--- src/rtl/a2a_pkg.sv ---
// shared types and constants for the avcc to annex b converter
package a2a_pkg;

    localparam int TOTAL_BITS = 17;
    localparam logic [TOTAL_BITS-1:0] TOTAL_MAX = 17'h1ffff;

    localparam logic [1:0] ST_OK    = 2'd0;
    localparam logic [1:0] ST_TRUNC = 2'd1;
    localparam logic [1:0] ST_SHORT = 2'd2;

    localparam logic [7:0] SC_ZERO = 8'h00;
    localparam logic [7:0] SC_LAST = 8'h01;
    localparam logic [2:0] SC_BYTES = 3'd4;

    localparam logic [7:0] SPS_COUNT_MASK = 8'h1f;
    localparam logic [7:0] LSZ_MASK = 8'h03;

    localparam int CMDQ_DEPTH = 2;

    typedef struct packed {
        logic [7:0]            data;
        logic                  emit_byte;
        logic                  emit_sc;
        logic                  fin;
        logic [1:0]            status;
        logic [2:0]            nal_size;
        logic [TOTAL_BITS-1:0] base_total;
    } cmd_t;

endpackage

--- src/rtl/a2a_front.sv ---
// front end: parses record bytes and issues output commands
module a2a_front #(
    parameter int RECORD_LEN_BITS = 16
) (
    input  logic                       clk,
    input  logic                       rst_n,
    input  logic [RECORD_LEN_BITS-1:0] record_length,
    input  logic                       in_valid,
    output logic                       in_ready,
    input  logic [7:0]                 in_byte,
    input  logic                       cmd_full,
    output logic                       cmd_push,
    output a2a_pkg::cmd_t              cmd
);
    import a2a_pkg::*;

    localparam int LW = RECORD_LEN_BITS;

    typedef enum logic [2:0] {
        PH_HEADER,
        PH_COUNT,
        PH_LEN_HI,
        PH_LEN_LO,
        PH_PAYLOAD,
        PH_DRAIN
    } phase_t;

    phase_t                phase_reg, phase_next;
    logic [LW-1:0]         idx_reg, idx_next;
    logic [7:0]            units_reg, units_next;
    logic                  pps_reg, pps_next;
    logic [7:0]            ulen_hi_reg, ulen_hi_next;
    logic [15:0]           pay_reg, pay_next;
    logic [2:0]            lsz_reg, lsz_next;
    logic [TOTAL_BITS-1:0] total_reg, total_next;
    logic                  fin_reg, fin_next;

    logic                  accept;
    logic [LW:0]           idx_inc;
    logic                  past_end;
    logic                  at_last;
    logic [17:0]           reach;
    logic [15:0]           ulen;
    logic [15:0]           pay_dec;
    logic [7:0]            count;
    logic                  unit_end;
    logic                  set_empty;
    logic                  do_fin;
    logic [1:0]            fin_status;
    logic                  emit_byte;
    logic                  emit_sc;
    logic                  do_clear;
    logic [2:0]            add_cnt;
    logic [TOTAL_BITS:0]   total_sum;
    logic [7:0]            units_dec;
    logic [2:0]            lsz_emit;

    assign in_ready = !cmd_full;
    assign accept   = in_valid && in_ready;
    assign idx_inc  = {1'b0, idx_reg} + {{LW{1'b0}}, 1'b1};
    assign past_end = (idx_reg >= record_length);
    assign at_last  = (idx_inc == {1'b0, record_length});
    assign ulen     = {ulen_hi_reg, in_byte};
    assign reach    = {{(18-LW-1){1'b0}}, idx_inc} + {2'b00, ulen};
    assign pay_dec  = pay_reg - 16'd1;
    assign units_dec = units_reg - 8'd1;
    assign count    = pps_reg ? in_byte : (in_byte & SPS_COUNT_MASK);

    always_comb
    begin
        phase_next   = phase_reg;
        idx_next     = idx_reg;
        units_next   = units_reg;
        pps_next     = pps_reg;
        ulen_hi_next = ulen_hi_reg;
        pay_next     = pay_reg;
        lsz_next     = lsz_reg;
        fin_next     = fin_reg;
        unit_end     = 1'b0;
        set_empty    = 1'b0;
        do_fin       = 1'b0;
        fin_status   = ST_OK;
        emit_byte    = 1'b0;
        emit_sc      = 1'b0;
        do_clear     = 1'b0;

        if (past_end)
        begin
            if (!fin_reg)
            begin
                do_fin     = 1'b1;
                fin_status = (phase_reg == PH_HEADER || phase_reg == PH_COUNT)
                             ? ST_SHORT : ST_TRUNC;
            end
            do_clear = 1'b1;
        end
        else
        begin
            if (!fin_reg)
            begin
                unique case (phase_reg)
                    PH_HEADER:
                    begin
                        if (idx_reg >= LW'(4))
                        begin
                            lsz_next   = 3'((in_byte & LSZ_MASK)) + 3'd1;
                            phase_next = PH_COUNT;
                        end
                    end
                    PH_COUNT:
                    begin
                        units_next = count;
                        if (count != 8'd0)
                            phase_next = PH_LEN_HI;
                        else
                            set_empty = 1'b1;
                    end
                    PH_LEN_HI:
                    begin
                        ulen_hi_next = in_byte;
                        phase_next   = PH_LEN_LO;
                    end
                    PH_LEN_LO:
                    begin
                        if (reach > {{(18-LW){1'b0}}, record_length})
                        begin
                            do_fin     = 1'b1;
                            fin_status = ST_TRUNC;
                        end
                        else
                        begin
                            emit_sc  = 1'b1;
                            pay_next = ulen;
                            if (ulen == 16'd0)
                                unit_end = 1'b1;
                            else
                                phase_next = PH_PAYLOAD;
                        end
                    end
                    PH_PAYLOAD:
                    begin
                        emit_byte = 1'b1;
                        pay_next  = pay_dec;
                        if (pay_dec == 16'd0)
                            unit_end = 1'b1;
                    end
                    default:
                    begin
                    end
                endcase

                if (unit_end)
                begin
                    units_next = units_dec;
                    if (units_dec != 8'd0)
                        phase_next = PH_LEN_HI;
                    else
                        set_empty = 1'b1;
                end

                if (set_empty)
                begin
                    if (!pps_reg)
                    begin
                        pps_next   = 1'b1;
                        phase_next = PH_COUNT;
                    end
                    else
                    begin
                        do_fin     = 1'b1;
                        fin_status = ST_OK;
                    end
                end

                if (do_fin)
                begin
                    fin_next   = 1'b1;
                    phase_next = PH_DRAIN;
                end
            end

            if (at_last)
            begin
                if (!fin_next)
                begin
                    do_fin     = 1'b1;
                    fin_status = (phase_next == PH_HEADER || phase_next == PH_COUNT)
                                 ? ST_SHORT : ST_TRUNC;
                end
                do_clear = 1'b1;
            end
            else
            begin
                idx_next = idx_inc[LW-1:0];
            end
        end

        add_cnt   = emit_sc ? SC_BYTES : {2'b00, emit_byte};
        total_sum = {1'b0, total_reg} + {{(TOTAL_BITS-2){1'b0}}, add_cnt};
        total_next = (total_sum > {1'b0, TOTAL_MAX}) ? TOTAL_MAX
                                                     : total_sum[TOTAL_BITS-1:0];

        // length size seen by this byte's transfers, before any restart
        lsz_emit = lsz_next;

        if (do_clear)
        begin
            phase_next   = PH_HEADER;
            idx_next     = '0;
            units_next   = 8'd0;
            pps_next     = 1'b0;
            ulen_hi_next = 8'd0;
            pay_next     = 16'd0;
            lsz_next     = 3'd1;
            total_next   = '0;
            fin_next     = 1'b0;
        end
    end

    assign cmd_push = accept && (emit_byte || emit_sc || do_fin);

    always_comb
    begin
        cmd.data       = in_byte;
        cmd.emit_byte  = emit_byte;
        cmd.emit_sc    = emit_sc;
        cmd.fin        = do_fin;
        cmd.status     = fin_status;
        cmd.nal_size   = lsz_emit;
        cmd.base_total = total_reg;
    end

    always_ff @(posedge clk or negedge rst_n)
    begin
        if (!rst_n)
        begin
            phase_reg   <= PH_HEADER;
            idx_reg     <= '0;
            units_reg   <= 8'd0;
            pps_reg     <= 1'b0;
            ulen_hi_reg <= 8'd0;
            pay_reg     <= 16'd0;
            lsz_reg     <= 3'd1;
            total_reg   <= '0;
            fin_reg     <= 1'b0;
        end
        else if (accept)
        begin
            phase_reg   <= phase_next;
            idx_reg     <= idx_next;
            units_reg   <= units_next;
            pps_reg     <= pps_next;
            ulen_hi_reg <= ulen_hi_next;
            pay_reg     <= pay_next;
            lsz_reg     <= lsz_next;
            total_reg   <= total_next;
            fin_reg     <= fin_next;
        end
    end

endmodule

--- src/rtl/a2a_cmd_fifo.sv ---
// short command queue between parser and output sequencer
module a2a_cmd_fifo (
    input  logic          clk,
    input  logic          rst_n,
    input  logic          push,
    input  a2a_pkg::cmd_t push_cmd,
    input  logic          pop,
    output a2a_pkg::cmd_t head,
    output logic          empty,
    output logic          full
);
    import a2a_pkg::*;

    localparam int PW = $clog2(CMDQ_DEPTH);

    cmd_t          mem_reg [CMDQ_DEPTH];
    logic [PW-1:0] wptr_reg, rptr_reg;
    logic [PW:0]   cnt_reg;
    logic          do_push;
    logic          do_pop;

    assign empty   = (cnt_reg == '0);
    assign full    = (cnt_reg == (PW+1)'(CMDQ_DEPTH));
    assign do_push = push && !full;
    assign do_pop  = pop && !empty;
    assign head    = mem_reg[rptr_reg];

    always_ff @(posedge clk)
    begin
        if (do_push)
            mem_reg[wptr_reg] <= push_cmd;
    end

    always_ff @(posedge clk or negedge rst_n)
    begin
        if (!rst_n)
        begin
            wptr_reg <= '0;
            rptr_reg <= '0;
            cnt_reg  <= '0;
        end
        else
        begin
            if (do_push)
                wptr_reg <= (wptr_reg == PW'(CMDQ_DEPTH-1)) ? '0 : wptr_reg + PW'(1);
            if (do_pop)
                rptr_reg <= (rptr_reg == PW'(CMDQ_DEPTH-1)) ? '0 : rptr_reg + PW'(1);
            if (do_push && !do_pop)
                cnt_reg <= cnt_reg + (PW+1)'(1);
            else if (do_pop && !do_push)
                cnt_reg <= cnt_reg - (PW+1)'(1);
        end
    end

endmodule

--- src/rtl/a2a_back.sv ---
// back end: expands commands into registered output transfers
module a2a_back (
    input  logic          clk,
    input  logic          rst_n,
    input  a2a_pkg::cmd_t head,
    input  logic          empty,
    output logic          pop,
    output logic          m_tvalid,
    input  logic          m_tready,
    output logic [31:0]   m_tdata,
    output logic          m_tuser,
    output logic          m_tlast
);
    import a2a_pkg::*;

    logic [2:0]            seq_reg;
    logic                  valid_reg;
    logic [7:0]            byte_reg;
    logic                  bvalid_reg;
    logic                  done_reg;
    logic [1:0]            status_reg;
    logic [2:0]            nal_reg;
    logic [TOTAL_BITS-1:0] total_reg;

    logic                  load;
    logic [2:0]            nbytes;
    logic [2:0]            nsteps;
    logic                  last_step;
    logic                  is_byte;
    logic [2:0]            offset;
    logic [TOTAL_BITS:0]   total_sum;
    logic [TOTAL_BITS-1:0] total_sat;
    logic [7:0]            byte_val;

    assign load      = (!valid_reg || m_tready) && !empty;
    assign nbytes    = head.emit_sc ? SC_BYTES : {2'b00, head.emit_byte};
    assign nsteps    = nbytes + {2'b00, head.fin};
    assign last_step = (seq_reg + 3'd1 == nsteps);
    assign pop       = load && last_step;
    assign is_byte   = (seq_reg < nbytes);
    assign offset    = is_byte ? seq_reg + 3'd1 : nbytes;
    assign total_sum = {1'b0, head.base_total} + {{(TOTAL_BITS-2){1'b0}}, offset};
    assign total_sat = (total_sum > {1'b0, TOTAL_MAX}) ? TOTAL_MAX
                                                       : total_sum[TOTAL_BITS-1:0];

    always_comb
    begin
        if (!is_byte)
            byte_val = 8'h00;
        else if (head.emit_byte)
            byte_val = head.data;
        else if (seq_reg == SC_BYTES - 3'd1)
            byte_val = SC_LAST;
        else
            byte_val = SC_ZERO;
    end

    always_ff @(posedge clk)
    begin
        if (load)
        begin
            byte_reg   <= byte_val;
            bvalid_reg <= is_byte;
            done_reg   <= !is_byte;
            status_reg <= is_byte ? ST_OK : head.status;
            nal_reg    <= head.nal_size;
            total_reg  <= total_sat;
        end
    end

    always_ff @(posedge clk or negedge rst_n)
    begin
        if (!rst_n)
        begin
            valid_reg <= 1'b0;
            seq_reg   <= 3'd0;
        end
        else
        begin
            if (load)
            begin
                valid_reg <= 1'b1;
                seq_reg   <= last_step ? 3'd0 : seq_reg + 3'd1;
            end
            else if (m_tready)
            begin
                valid_reg <= 1'b0;
            end
        end
    end

    assign m_tvalid = valid_reg;
    assign m_tuser  = bvalid_reg;
    assign m_tlast  = done_reg;
    assign m_tdata  = {2'b00, total_reg, nal_reg, status_reg, byte_reg};

endmodule

--- src/rtl/avcc_to_annexb_converter_top.sv ---
// top level of the avcc to annex b converter
//
// record bytes enter on the s_ channel, one per transfer; results leave on the
// m_ channel. cfg_data sets the record length; the user must see it written
// only while idle, the block does not enforce this. the parser handles one
// byte per cycle while the queue is not full and pushes at most one command
// per byte into a two-entry queue; the output sequencer turns each command
// into one to five transfers (payload byte, four start code bytes, final
// status). a byte's command is registered in the queue, then in the output
// register. payload bytes stream at one per cycle while m_tready is high;
// each unit's start code takes four output transfers, so input stalls once
// the queue fills. the final transfer of a record has tlast high and tuser
// low and carries the status and total output size. when the receiver holds
// m_tready low the output register keeps its transfer, the queue fills and
// s_tready drops once it holds two commands. reset clears the parser to the
// header phase, empties the queue and sets the record length to zero.
module avcc_to_annexb_converter_top #(
    parameter int RECORD_LEN_BITS = 16
) (
    input  logic                       clk,
    input  logic                       rst_n,
    input  logic                       cfg_valid,
    output logic                       cfg_ready,
    input  logic [RECORD_LEN_BITS-1:0] cfg_data,   // record_length
    input  logic                       s_tvalid,
    output logic                       s_tready,
    input  logic [7:0]                 s_tdata,    // in_byte
    output logic                       m_tvalid,
    input  logic                       m_tready,
    // out_byte[7:0], status[9:8], nal_length_size[12:10], total_out[29:13]
    output logic [31:0]                m_tdata,
    output logic                       m_tuser,    // byte_valid
    output logic                       m_tlast     // done_res
);
    import a2a_pkg::*;

    logic [RECORD_LEN_BITS-1:0] record_length_reg;
    logic                       cmd_push;
    cmd_t                       cmd;
    cmd_t                       head;
    logic                       q_empty;
    logic                       q_full;
    logic                       q_pop;

    assign cfg_ready = 1'b1;

    always_ff @(posedge clk or negedge rst_n)
    begin
        if (!rst_n)
            record_length_reg <= '0;
        else if (cfg_valid)
            record_length_reg <= cfg_data;
    end

    a2a_front #(
        .RECORD_LEN_BITS(RECORD_LEN_BITS)
    ) u_front (
        .clk          (clk),
        .rst_n        (rst_n),
        .record_length(record_length_reg),
        .in_valid     (s_tvalid),
        .in_ready     (s_tready),
        .in_byte      (s_tdata),
        .cmd_full     (q_full),
        .cmd_push     (cmd_push),
        .cmd          (cmd)
    );

    a2a_cmd_fifo u_fifo (
        .clk     (clk),
        .rst_n   (rst_n),
        .push    (cmd_push),
        .push_cmd(cmd),
        .pop     (q_pop),
        .head    (head),
        .empty   (q_empty),
        .full    (q_full)
    );

    a2a_back u_back (
        .clk     (clk),
        .rst_n   (rst_n),
        .head    (head),
        .empty   (q_empty),
        .pop     (q_pop),
        .m_tvalid(m_tvalid),
        .m_tready(m_tready),
        .m_tdata (m_tdata),
        .m_tuser (m_tuser),
        .m_tlast (m_tlast)
    );

endmodule

--- config.mk ---
export PLATFORM = sky130hd
export DESIGN_NAME = avcc_to_annexb_converter_top
export DESIGN_NICKNAME = d
export VERILOG_FILES = /design/src/rtl/a2a_pkg.sv /design/src/rtl/a2a_front.sv /design/src/rtl/a2a_cmd_fifo.sv /design/src/rtl/a2a_back.sv /design/src/rtl/avcc_to_annexb_converter_top.sv
export SDC_FILE = /design/constraint.sdc
export NUM_CORES = 1
export LEC_CHECK = 0
export BUFFER_PORTS_ARGS = -buffer_cell sky130_fd_sc_hd__buf_2
export CAP_MARGIN = 20
export CORE_MARGIN = 3
export CORE_UTILIZATION = 35
export CTS_CLUSTER_DIAMETER = 150
export CTS_CLUSTER_SIZE = 12
export DETAILED_ROUTE_END_ITERATION = 6
export GPL_TIMING_DRIVEN = 1
export PLACE_DENSITY = 0.53
export SYNTH_ARGS = -nofsm -noshare
export SYNTH_HDL_FRONTEND = slang
export SYNTH_SLANG_ARGS = --single-unit
--- constraint.sdc ---
create_clock -name clk -period 17.2 [get_ports clk]
set_input_delay 0.86 -clock clk [delete_from_list [all_inputs] [get_ports clk]]
set_output_delay 0.86 -clock clk [all_outputs]
set_load 0.05 [all_outputs]
==> flow_metrics.py, run 1 <==
metrics = {
    "job": {
        "maxCapViolations": 0,
    },
    "route": {
        "wl_um": 30200,
        "vias_per_cell": 5.45,
        "ant_nets": 0,
        "wire_per_inst_um": 17.9,
        "dr.pass1.iters": 5,
        "routed-via-count": 9193,
        "drt_iter0_markers": 584,
        "drc_errors": 0,
    },
    "grt": {
        "grt_start_max_net_pins": 57,
        "grtUsageTotal_pct": 17.0,
        "grt-ovfl-total": 0,
        "grt_pass1_vias": 8704,
        "grt_pass1_wl_um": 48900,
        "antenna_found_initial": 0,
    },
    "sta": {
        "rsz0062_at_grt": "no",
        "hold_viol": 0,
        "holdWs_ns": 0.397,
        "finalCritPeriodShare_pct": 39.3,
        "setup_violations": 0,
        "finalSetupTns_ns": 0,
        "relSlewSlack_pct": 45.7,
        "fin_skew_ns": 0.0164,
        "tightestPinTransition_ns": 0.814,
        "drv_slew": 0,
        "fmax_ghz": 0.148,
        "fin_crit_ns": 6.77,
    },
    "yosys": {
        "synthCells": 1195,
        "async_reset_ff_share_pct": 49.7,
        "synth_cell_types": 87,
        "netlist_area_mm2": 0.0119,
        "ys_seq_elements": 195,
        "ys_seq_area_share_pct": 45.3,
        "synth-main-ff-cell": "edfxtp_1",
        "synth_area_per_cell_um2": 9.92,
        "yosysWarningCount": 0,
        "synth-edff-count": 98,
    },
    "finish": {
        "antennaDiodeCount": 0,
        "layout_common_cells": "nand2_1 (117), edfxtp_1 (98), dfrtp_1 (95)",
        "area_delta_synth_final_pct": 11.4,
        "layout_commonest_cell": "nand2_1",
        "instances_no_fill": 1686,
        "drive_gt1_share_pct": 12.5,
        "final_nets": 1332,
        "largest_reg_flops": 66,
        "n_fill_cell": 3296,
    },
    "placed_design": {
        "place.gp.congestion": 0.891,
        "portBuffers": 62,
        "dp_hpwl_um": 21700,
        "placedCellCount": 1654,
    },
    "clock_network": {
        "holdBufCountCts": 0,
        "cts_root_buf": "clkbuf_16",
        "postCtsResizedCells": 0,
        "numCtsBuffers": 17,
        "clk_pin_slew_ns": 0.09,
        "postCtsSetupRepairBufs": 0,
        "cts_sinks": 195,
        "cts.htree.levels": 4,
        "cts_buffer_depth": 2,
        "cts_tree": "yes",
        "clk_latency_ns": 0.46,
    },
    "die": {
        "dieArea_mm2": 0.0361,
        "pin_count": 66,
        "die_y_um": 190,
        "die_w_um": 190,
        "initial_core_util_pct": 36.0,
        "num_rows": 66,
        "core_mm2": 0.0329,
    },
    "power": {
        "cellPowerDensity_mw_per_mm2": 160,
        "vdd_drop_max_v": 0.0000943,
        "p_leak_uw": 0.00534,
    },
    "setup_path": {
        "cp_slowest_cell": "dfrtp_1",
        "worstPathArrival_ns": 7.09,
        "cp-end-kind": "flip-flop",
        "crit_required_ns": 17.52,
        "crit_type": "flip-flop to flip-flop",
        "slowest_delay_ns": 0.64,
        "start_kind": "flip-flop",
        "path_max_fanout": 14,
    },
    "outcome": {
        "status": "completed",
    },
    "hold_path": {
        "hold_path.class": "primary input to async pin",
    },
}
## report_power, final
group          internal [uW]  switching, uW  leakage (uW)
registers                638            113       0.00215
logic                    345            606       0.00290
clock network            201            215      0.000300
## layer usage
layer,global-route usage [%],part of all wire [%],up-vias
met4,4.26,1.7,0
met3,3.34,4.9,41
li1,-,-,4479
met1,24.2,48,4415
met5,0,0,-
met2,26.8,45,258
## cell type report
cell class / instances / area (um2) / share of cell area [%]
Clock inverter: 15 / 196 / 1.49
Sequential cell: 195 / 5370 / 40.7
Clock buffer: 17 / 425 / 3.22
Multi-Input combinational cell: 891 / 6040 / 45.7
Tap cell: 442 / 553 / 4.19
Timing Repair Buffer: 75 / 430 / 3.26
Inverter: 51 / 191 / 1.45
## final timing paths
check	from	to	slack, ns	cells after the start
min reg2reg	u_front.lsz_reg[0]	u_front.lsz_reg[0]	0.48	2
min	rst_n	u_front.units_reg[4]	0.40	1
max	u_front.idx_reg[3]	u_front.total_reg[14]	10.43	27
max reg2reg	u_front.idx_reg[3]	u_front.total_reg[14]	10.43	27
min in group clk	u_front.lsz_reg[0]	u_front.lsz_reg[0]	0.48	2
max in group asynchronous	rst_n	u_fifo.rptr_reg	15.55	2
## cells by family (layout without fill, tap and decap cells)
group | count (synthesis) | count (layout) | share of synthesized area, %
buffers and inverters | 110 | 158 | 3.85
adder cells (fa/ha/maj) | 72 | 72 | 7.72
AO/OA/AOI/OAI | 326 | 326 | 18.0
XOR/XNOR | 68 | 68 | 5.37
flip-flops | 195 | 195 | 45.3
multiplexers | 33 | 33 | 2.93
AND/OR/NAND/NOR | 389 | 389 | 16.7
other | 2 | 3 | 0.0633
## Yosys cell counts (all sizes together), types with 3 or more instances
| cell type | number | area [um2] |
|---|---|---|
| buf | 27 | 145 |
| a21oi | 77 | 393 |
| dfrtp | 96 | 2400 |
| nand2b | 22 | 140 |
| nor3 | 24 | 125 |
| xor2 | 30 | 263 |
| xnor3 | 3 | 67.6 |
| a31oi | 16 | 100 |
| nor4 | 23 | 186 |
| o2111ai | 3 | 26.3 |
| a2111oi | 3 | 38.8 |
| o22ai | 12 | 75.1 |
| a32oi | 10 | 87.6 |
| nand2 | 118 | 445 |
| nand4 | 19 | 125 |
| a32o | 3 | 30.0 |
| clkbuf | 32 | 120 |
| a22o | 14 | 123 |
| o21a | 5 | 37.5 |
| o2bb2ai | 10 | 87.6 |
| o21ai | 97 | 504 |
| or2 | 5 | 31.3 |
| and3 | 13 | 81.3 |
| a22oi | 12 | 90.1 |
| o31ai | 6 | 45.0 |
| nand3 | 29 | 170 |
| nor2b | 19 | 119 |
| a211oi | 8 | 60.1 |
| xnor2 | 35 | 307 |
| ha | 70 | 876 |
| o211ai | 9 | 72.6 |
| nand3b | 3 | 22.5 |
| nor3b | 5 | 37.5 |
| edfxtp | 98 | 2940 |
| a221o | 4 | 40.0 |
| mux2i | 19 | 190 |
| and2 | 10 | 62.6 |
| nor2 | 83 | 317 |
| or3 | 9 | 56.3 |
| inv | 51 | 191 |
| a21o | 15 | 113 |
| mux2 | 14 | 158 |
## per-stage QoR
stage,cell area [um2],setup WS (ns),util [%],power (uW)
2_1_floorplan,11900,10.55,-,1470
4_1_cts,13200,10.41,40.1,2130
3_5_place_dp,12600,10.26,38.2,1710
3_3_place_gp,12600,10.41,38.1,1700
5_1_grt,13200,9.70,40.1,2280
6_report,13200,10.43,40.1,2120
## critical path: cells and delay by family, from the launching register on
family	cells	cell delay, ns
compound gates	12	2.38
flops	1	0.64
xor+xnor	2	0.36
simple gates	10	2.29
fa+ha+maj	3	0.94
Note: power is estimated with default switching activity, not from simulation.
==> inputs of run 2 (changes only) <==
Clock period 17.2 ns to 6.72 ns, I/O delays scaled along.
==> run 2 against run 1 <==
  * Clock-buffer cell count is 1 higher
  * Clock skew is 0.0043 ns lower
  * Cell count is 0.89% higher
  * Flip-flop and latch count stayed put
  * Die area stayed put
  * Via count is 0.37% lower
==> flow_metrics.py, run 2 (synthesized netlist as in run 1, its figures left out) <==
metrics = {
    "outcome": {
        "status": "completed",
    },
    "placed_design": {
        "dp_hpwl_um": 22200,
        "place.gp.congestion": 0.911,
        "dpl-instance-area_mm2": 0.0127,
        "portBuffers": 62,
    },
    "power": {
        "netSwitchingPower_uw": 2390,
        "power.total_uw": 5450,
        "p_comb_share_pct": 45.0,
        "p_leak_uw": 0.00542,
        "clkPwrFrac_pct": 19.4,
        "vdd_drop_max_v": 0.000228,
        "seqPwrFrac_pct": 35.5,
        "cellPowerDensity_mw_per_mm2": 408,
        "swShare_pct": 43.8,
        "p_int_uw": 3060,
    },
    "clock_network": {
        "cts.htree.levels": 4,
        "cts_tree": "yes",
        "numCtsBuffers": 17,
        "cts_root_buf": "clkbuf_16",
        "cts_sinks": 195,
        "clk_latency_ns": 0.44,
        "clk_pin_slew_ns": 0.08,
        "postCtsSetupRepairBufs": 0,
        "cts_buffer_depth": 2,
    },
    "setup_path": {
        "start_kind": "flip-flop",
        "crit_family": "compound AO/OA/AOI/OAI gates",
        "crit_buf_inv": 1,
        "reg2regPathDepth": 27,
        "reg2reg_from": "u_front.idx_reg[0]",
        "r2r_slack_ns": 0.46,
        "crit_type": "flip-flop to flip-flop",
        "worstPathArrival_ns": 6.63,
        "crit_required_ns": 7.09,
        "path_max_fanout": 6,
        "cp-end-kind": "flip-flop",
        "crit_cells": 27,
        "cp_slowest_cell": "fa_1",
        "slowest_delay_ns": 0.46,
        "timing.rr.end": "u_front.total_reg[10]",
    },
    "job": {
        "maxCapViolations": 0,
    },
    "sta": {
        "rsz0062_at_grt": "no",
        "tightestPinTransition_ns": 0.741,
        "finalSetupTns_ns": 0,
        "hold_viol": 0,
        "setup_violations": 0,
        "fin_crit_ns": 6.26,
        "fmax_ghz": 0.160,
        "fin_skew_ns": 0.0121,
        "relSlewSlack_pct": 50.1,
        "finalCritPeriodShare_pct": 93.1,
        "drv_slew": 0,
    },
    "hold_path": {
        "hold-path-cell-count": 3,
        "hold_path.class": "primary input to flip-flop",
        "whs_endpoint": "record_length_reg[15]",
        "hp-start": "cfg_data[15]",
    },
    "grt": {
        "grt_use_met2_pct": 27.8,
        "grt-ovfl-total": 0,
        "grt_pass1_wl_um": 49700,
        "grtUsageTotal_pct": 17.6,
        "grtUsageMet1_pct": 24.7,
        "antenna_found_initial": 0,
        "grt_pass1_vias": 8723,
        "top_usage_layer": "met2",
        "grtUsageMet3_pct": 2.52,
        "grt_start_max_net_pins": 51,
    },
    "route": {
        "drt_iter0_markers": 721,
        "wire_per_inst_um": 18.2,
        "wl_um": 31000,
        "drc_errors": 0,
        "routed-via-count": 9159,
        "ant_nets": 0,
        "dr.pass1.iters": 5,
        "vias_per_cell": 5.38,
    },
    "die": {
        "core_mm2": 0.0329,
        "dieArea_mm2": 0.0361,
        "num_rows": 66,
        "die_y_um": 190,
        "pin_count": 66,
        "die_w_um": 190,
        "initial_core_util_pct": 36.0,
    },
    "finish": {
        "drive_gt1_share_pct": 14.1,
        "layout_common_cells": "nand2_1 (117), edfxtp_1 (98), dfrtp_1 (92)",
        "layout_commonest_cell": "nand2_1",
        "largest_reg_flops": 66,
        "multi_input_area_mm2": 0.00608,
        "final_nets": 1347,
        "area_delta_synth_final_pct": 12.6,
        "antennaDiodeCount": 0,
        "n_fill_cell": 3251,
        "layout.area.seq_mm2": 0.00538,
        "fin_area_mm2": 0.0134,
    },
}
-- run 2: final cells by class --
| type | count | area share (%) |
|---|---|---|
| multi-input combinational | 892 | 45.6 |
| timing repair buffer | 89 | 3.97 |
| inverter | 51 | 1.43 |
| sequential | 195 | 40.3 |
| clock inverter | 14 | 1.40 |
| clock buffer | 18 | 3.21 |
| tap | 442 | 4.14 |
-- run 2: tightest hold or removal path, cell delays in order --
cell,delay [ns]
buf_2,0.07
nand2_1,0.03
o21ai_0,0.05
-- run 2: power by group through the flow --
stage | combinational, uW | clock, uW | sequential [uW]
2_1_floorplan | 1600 | 0 | 2170
3_3_place_gp | 2430 | 0 | 1950
3_5_place_dp | 2450 | 0 | 1950
4_1_cts | 2460 | 1090 | 1930
5_1_grt | 2740 | 1140 | 1990
6_report | 2450 | 1060 | 1940
-- run 2: metal layers --
metal / up-vias / share of wire, %
met3: 36 / 4.2
met4: 0 / 2.5
met2: 241 / 46
met5: - / 0
li1: 4508 / -
met1: 4374 / 48
-- run 2: repair_timing --
item	in CTS	in global routing
hold endpoints to repair	47	0
hold buffers	1	0
resized for setup	0	12
setup endpoints to repair	0	16
-- run 2: how the worst max path moves through the flow --
stage / start / endpoint
after global routing: u_front.idx_reg[0] / u_front.total_reg[10]
after detailed placement: u_front.idx_reg[0] / u_front.total_reg[10]
after global placement: u_front.idx_reg[0] / u_front.total_reg[8]
after floorplan: u_front.idx_reg[0] / u_fifo.mem_reg[0][0]
final: u_front.idx_reg[0] / u_front.total_reg[10]
after CTS: u_front.idx_reg[0] / u_front.total_reg[10]
-- run 2: metrics by stage --
stage / hold WS, ns / utilization [%] / worst slack, ns / instances
after floorplan: 0.0404 / - / 0.119 / 1196
after global routing: 0.0856 / 40.5 / 0.0340 / 1701
final: 0.0874 / 40.5 / 0.464 / 1701
after global placement: 0.427 / 38.5 / 0.329 / 1667
after detailed placement: 0.428 / 38.5 / 0.172 / 1667
after CTS: 0.0574 / 40.4 / 0.130 / 1700
==> inputs of run 3 (changes only) <==
Settings changed: PLACE_DENSITY 0.53 to 0.54.
Clock period 6.72 ns to 5.45 ns, I/O delays scaled along.
==> run 3 against run 2 <==
  * The run now ends with negative setup slack left
  * Critical path type unchanged
  * Cell area grew 7.6%
  * Register-to-register slack lost 0.61 ns
  * Utilization grew 3.1 points
  * Global-route usage grew 0.22 points
  * Worst setup slack lost 0.61 ns
  * Critical endpoint is now u_front.total_reg[4]
  * Combinational power grew 37%
  * Die area is the same
  * Critical path depth grew 1
  * Via count grew 4.0%
  * Sequential share of layout area shrank 2.9 points
==> flow_metrics.py, run 3 (synthesized netlist as in run 1, its figures left out) <==
metrics = {
    "outcome": {
        "status": "complete, but fails checks",
        "violations": "negative setup slack",
    },
    "sta": {
        "rsz0062_at_grt": "yes",
        "drv_slew": 0,
        "fin_skew_ns": 0.0141,
        "finalSetupTns_ns": -1.29,
        "fmax_ghz": 0.179,
        "setup_ws_ns": -0.148,
        "setup_violations": 15,
        "fin_crit_ns": 5.60,
        "tightestPinTransition_ns": 0.721,
        "finalCritPeriodShare_pct": 103,
        "relSlewSlack_pct": 51.9,
        "hold_viol": 0,
    },
    "clock_network": {
        "cts_root_buf": "clkbuf_16",
        "cts_buffer_depth": 2,
        "clk_pin_slew_ns": 0.08,
        "cts_tree": "yes",
        "cts.htree.levels": 4,
        "cts_sinks": 195,
        "clk_latency_ns": 0.45,
        "numCtsBuffers": 17,
    },
    "power": {
        "seqPwrFrac_pct": 33.5,
        "cellPowerDensity_mw_per_mm2": 491,
        "p_leak_uw": 0.00592,
        "vdd_drop_max_v": 0.000268,
        "p_comb_share_pct": 47.7,
        "netSwitchingPower_uw": 3040,
        "swShare_pct": 43.1,
        "p_int_uw": 4010,
        "clkPwrFrac_pct": 18.8,
    },
    "placed_design": {
        "dp_hpwl_um": 22600,
        "place.gp.congestion": 0.893,
        "portBuffers": 62,
        "post-place-ws_ns": -0.277,
    },
    "finish": {
        "drive_gt1_share_pct": 22.4,
        "area_delta_synth_final_pct": 21.1,
        "layout_common_cells": "nand2_1 (114), buf_4 (110), edfxtp_1 (98)",
        "final_nets": 1437,
        "largest_reg_flops": 66,
        "final_util_pct": 43.6,
        "antennaDiodeCount": 0,
        "n_fill_cell": 3152,
        "layout_commonest_cell": "nand2_1",
    },
    "setup_path": {
        "worstPathArrival_ns": 5.97,
        "crit_required_ns": 5.82,
        "start_kind": "flip-flop",
        "crit_path_frequent_cell": "ha_4",
        "path_max_fanout": 6,
        "cp-end-kind": "flip-flop",
        "reg2regPathDepth": 28,
        "slowest_delay_ns": 0.48,
        "cp_slowest_cell": "or3_4",
        "r2r_slack_ns": -0.15,
        "crit_type": "flip-flop to flip-flop",
    },
    "die": {
        "die_w_um": 190,
        "dieArea_mm2": 0.0361,
        "num_rows": 66,
        "pin_count": 66,
        "core_mm2": 0.0329,
        "initial_core_util_pct": 36.0,
        "die_y_um": 190,
    },
    "route": {
        "ant_nets": 0,
        "routed-via-count": 9525,
        "dr.pass1.iters": 5,
        "wire_per_inst_um": 17.5,
        "drc_errors": 0,
        "wl_um": 31300,
        "drt_iter0_markers": 562,
        "vias_per_cell": 5.32,
    },
    "grt": {
        "grt_pass1_wl_um": 50900,
        "grt-ovfl-total": 0,
        "antenna_found_initial": 0,
        "grt_pass1_vias": 9247,
        "grt_start_max_net_pins": 53,
        "grtUsageTotal_pct": 17.8,
    },
    "hold_path": {
        "hold_path.class": "primary input to flip-flop",
        "hold-path-cell-count": 3,
    },
    "job": {
        "maxCapViolations": 0,
    },
}
-- run 3: cell types whose count changed in the layout (fill, tap and decap cells not counted), sizes merged --
cell | before | now
buf | 88 | 176
inv | 58 | 57
clkinv | 6 | 7
clkbuf | 18 | 17
clkinvlp | 0 | 1
dlygate4sd3 | 1 | 3
-- run 3: stage by stage --
stage | area (um2) | total power, uW | cells | hold WS, ns
final | 14400 | 7050 | 1791 | 0.0239
after global routing | 14400 | 7580 | 1791 | 0.0255
after CTS | 14000 | 6980 | 1777 | 0.00296
after detailed placement | 13300 | 5590 | 1738 | 0.356
after global placement | 13300 | 5570 | 1738 | 0.351
after floorplan | 11900 | 4670 | 1196 | -0.0231
-- run 3: cell type report --
type / count / area [um2] / share of cell area, %
multi-input cells: 892 / 6380 / 44.4
inverters: 51 / 191 / 1.33
clock buffers: 17 / 425 / 2.96
repair buffers: 179 / 1230 / 8.55
well taps: 442 / 553 / 3.85
clock inverters: 15 / 209 / 1.45
flip-flops and latches: 195 / 5380 / 37.4
-- run 3: power by group through the flow --
stage,Combinational [uW],Sequential [uW],Clock (uW)
after floorplan,2000,2680,0
after global placement,3200,2380,0
after detailed placement,3210,2380,0
after CTS,3270,2350,1370
after global routing,3740,2410,1420
final,3360,2360,1330
-- run 3: timing repair --
action | in CTS | in global routing
setup buffers | 3 | 13
endpoints found under the hold margin | 46 | 0
gates cloned | 1 | 0
hold buffers | 3 | 0
resized for setup | 8 | 49
setup endpoints to repair | 16 | 86
pin swaps | 5 | 34
-- run 3: final timing paths --
check,startpoint,to
max in group asynchronous,rst_n,u_front.idx_reg[15]
worst max register to register,u_front.idx_reg[0],u_front.total_reg[4]
worst max-delay path,u_front.idx_reg[0],u_front.total_reg[4]
min in group asynchronous,rst_n,u_front.units_reg[4]
worst min register to register,u_front.lsz_reg[0],u_front.lsz_reg[0]
worst min-delay path,cfg_data[12],record_length_reg[12]
-- run 3: critical path, delay by kind of cell (launching register included) --
kind                       cells  cell delay, ns
AOI/OAI and AO/OA             12            2.12
and+or+nand+nor               10            1.80
adders and majority gates      4            0.84
DFF                            1            0.43
xor gates and xnor gates       2            0.33
-- run 3: routing by layer --
layer | vias up | part of all wire (%) | GRT usage [%]
met5 | - | 0 | 0
met4 | 0 | 2.4 | 5.57
met3 | 39 | 4.4 | 2.73
met2 | 236 | 46 | 28.1
met1 | 4560 | 48 | 25.1
li1 | 4690 | - | -
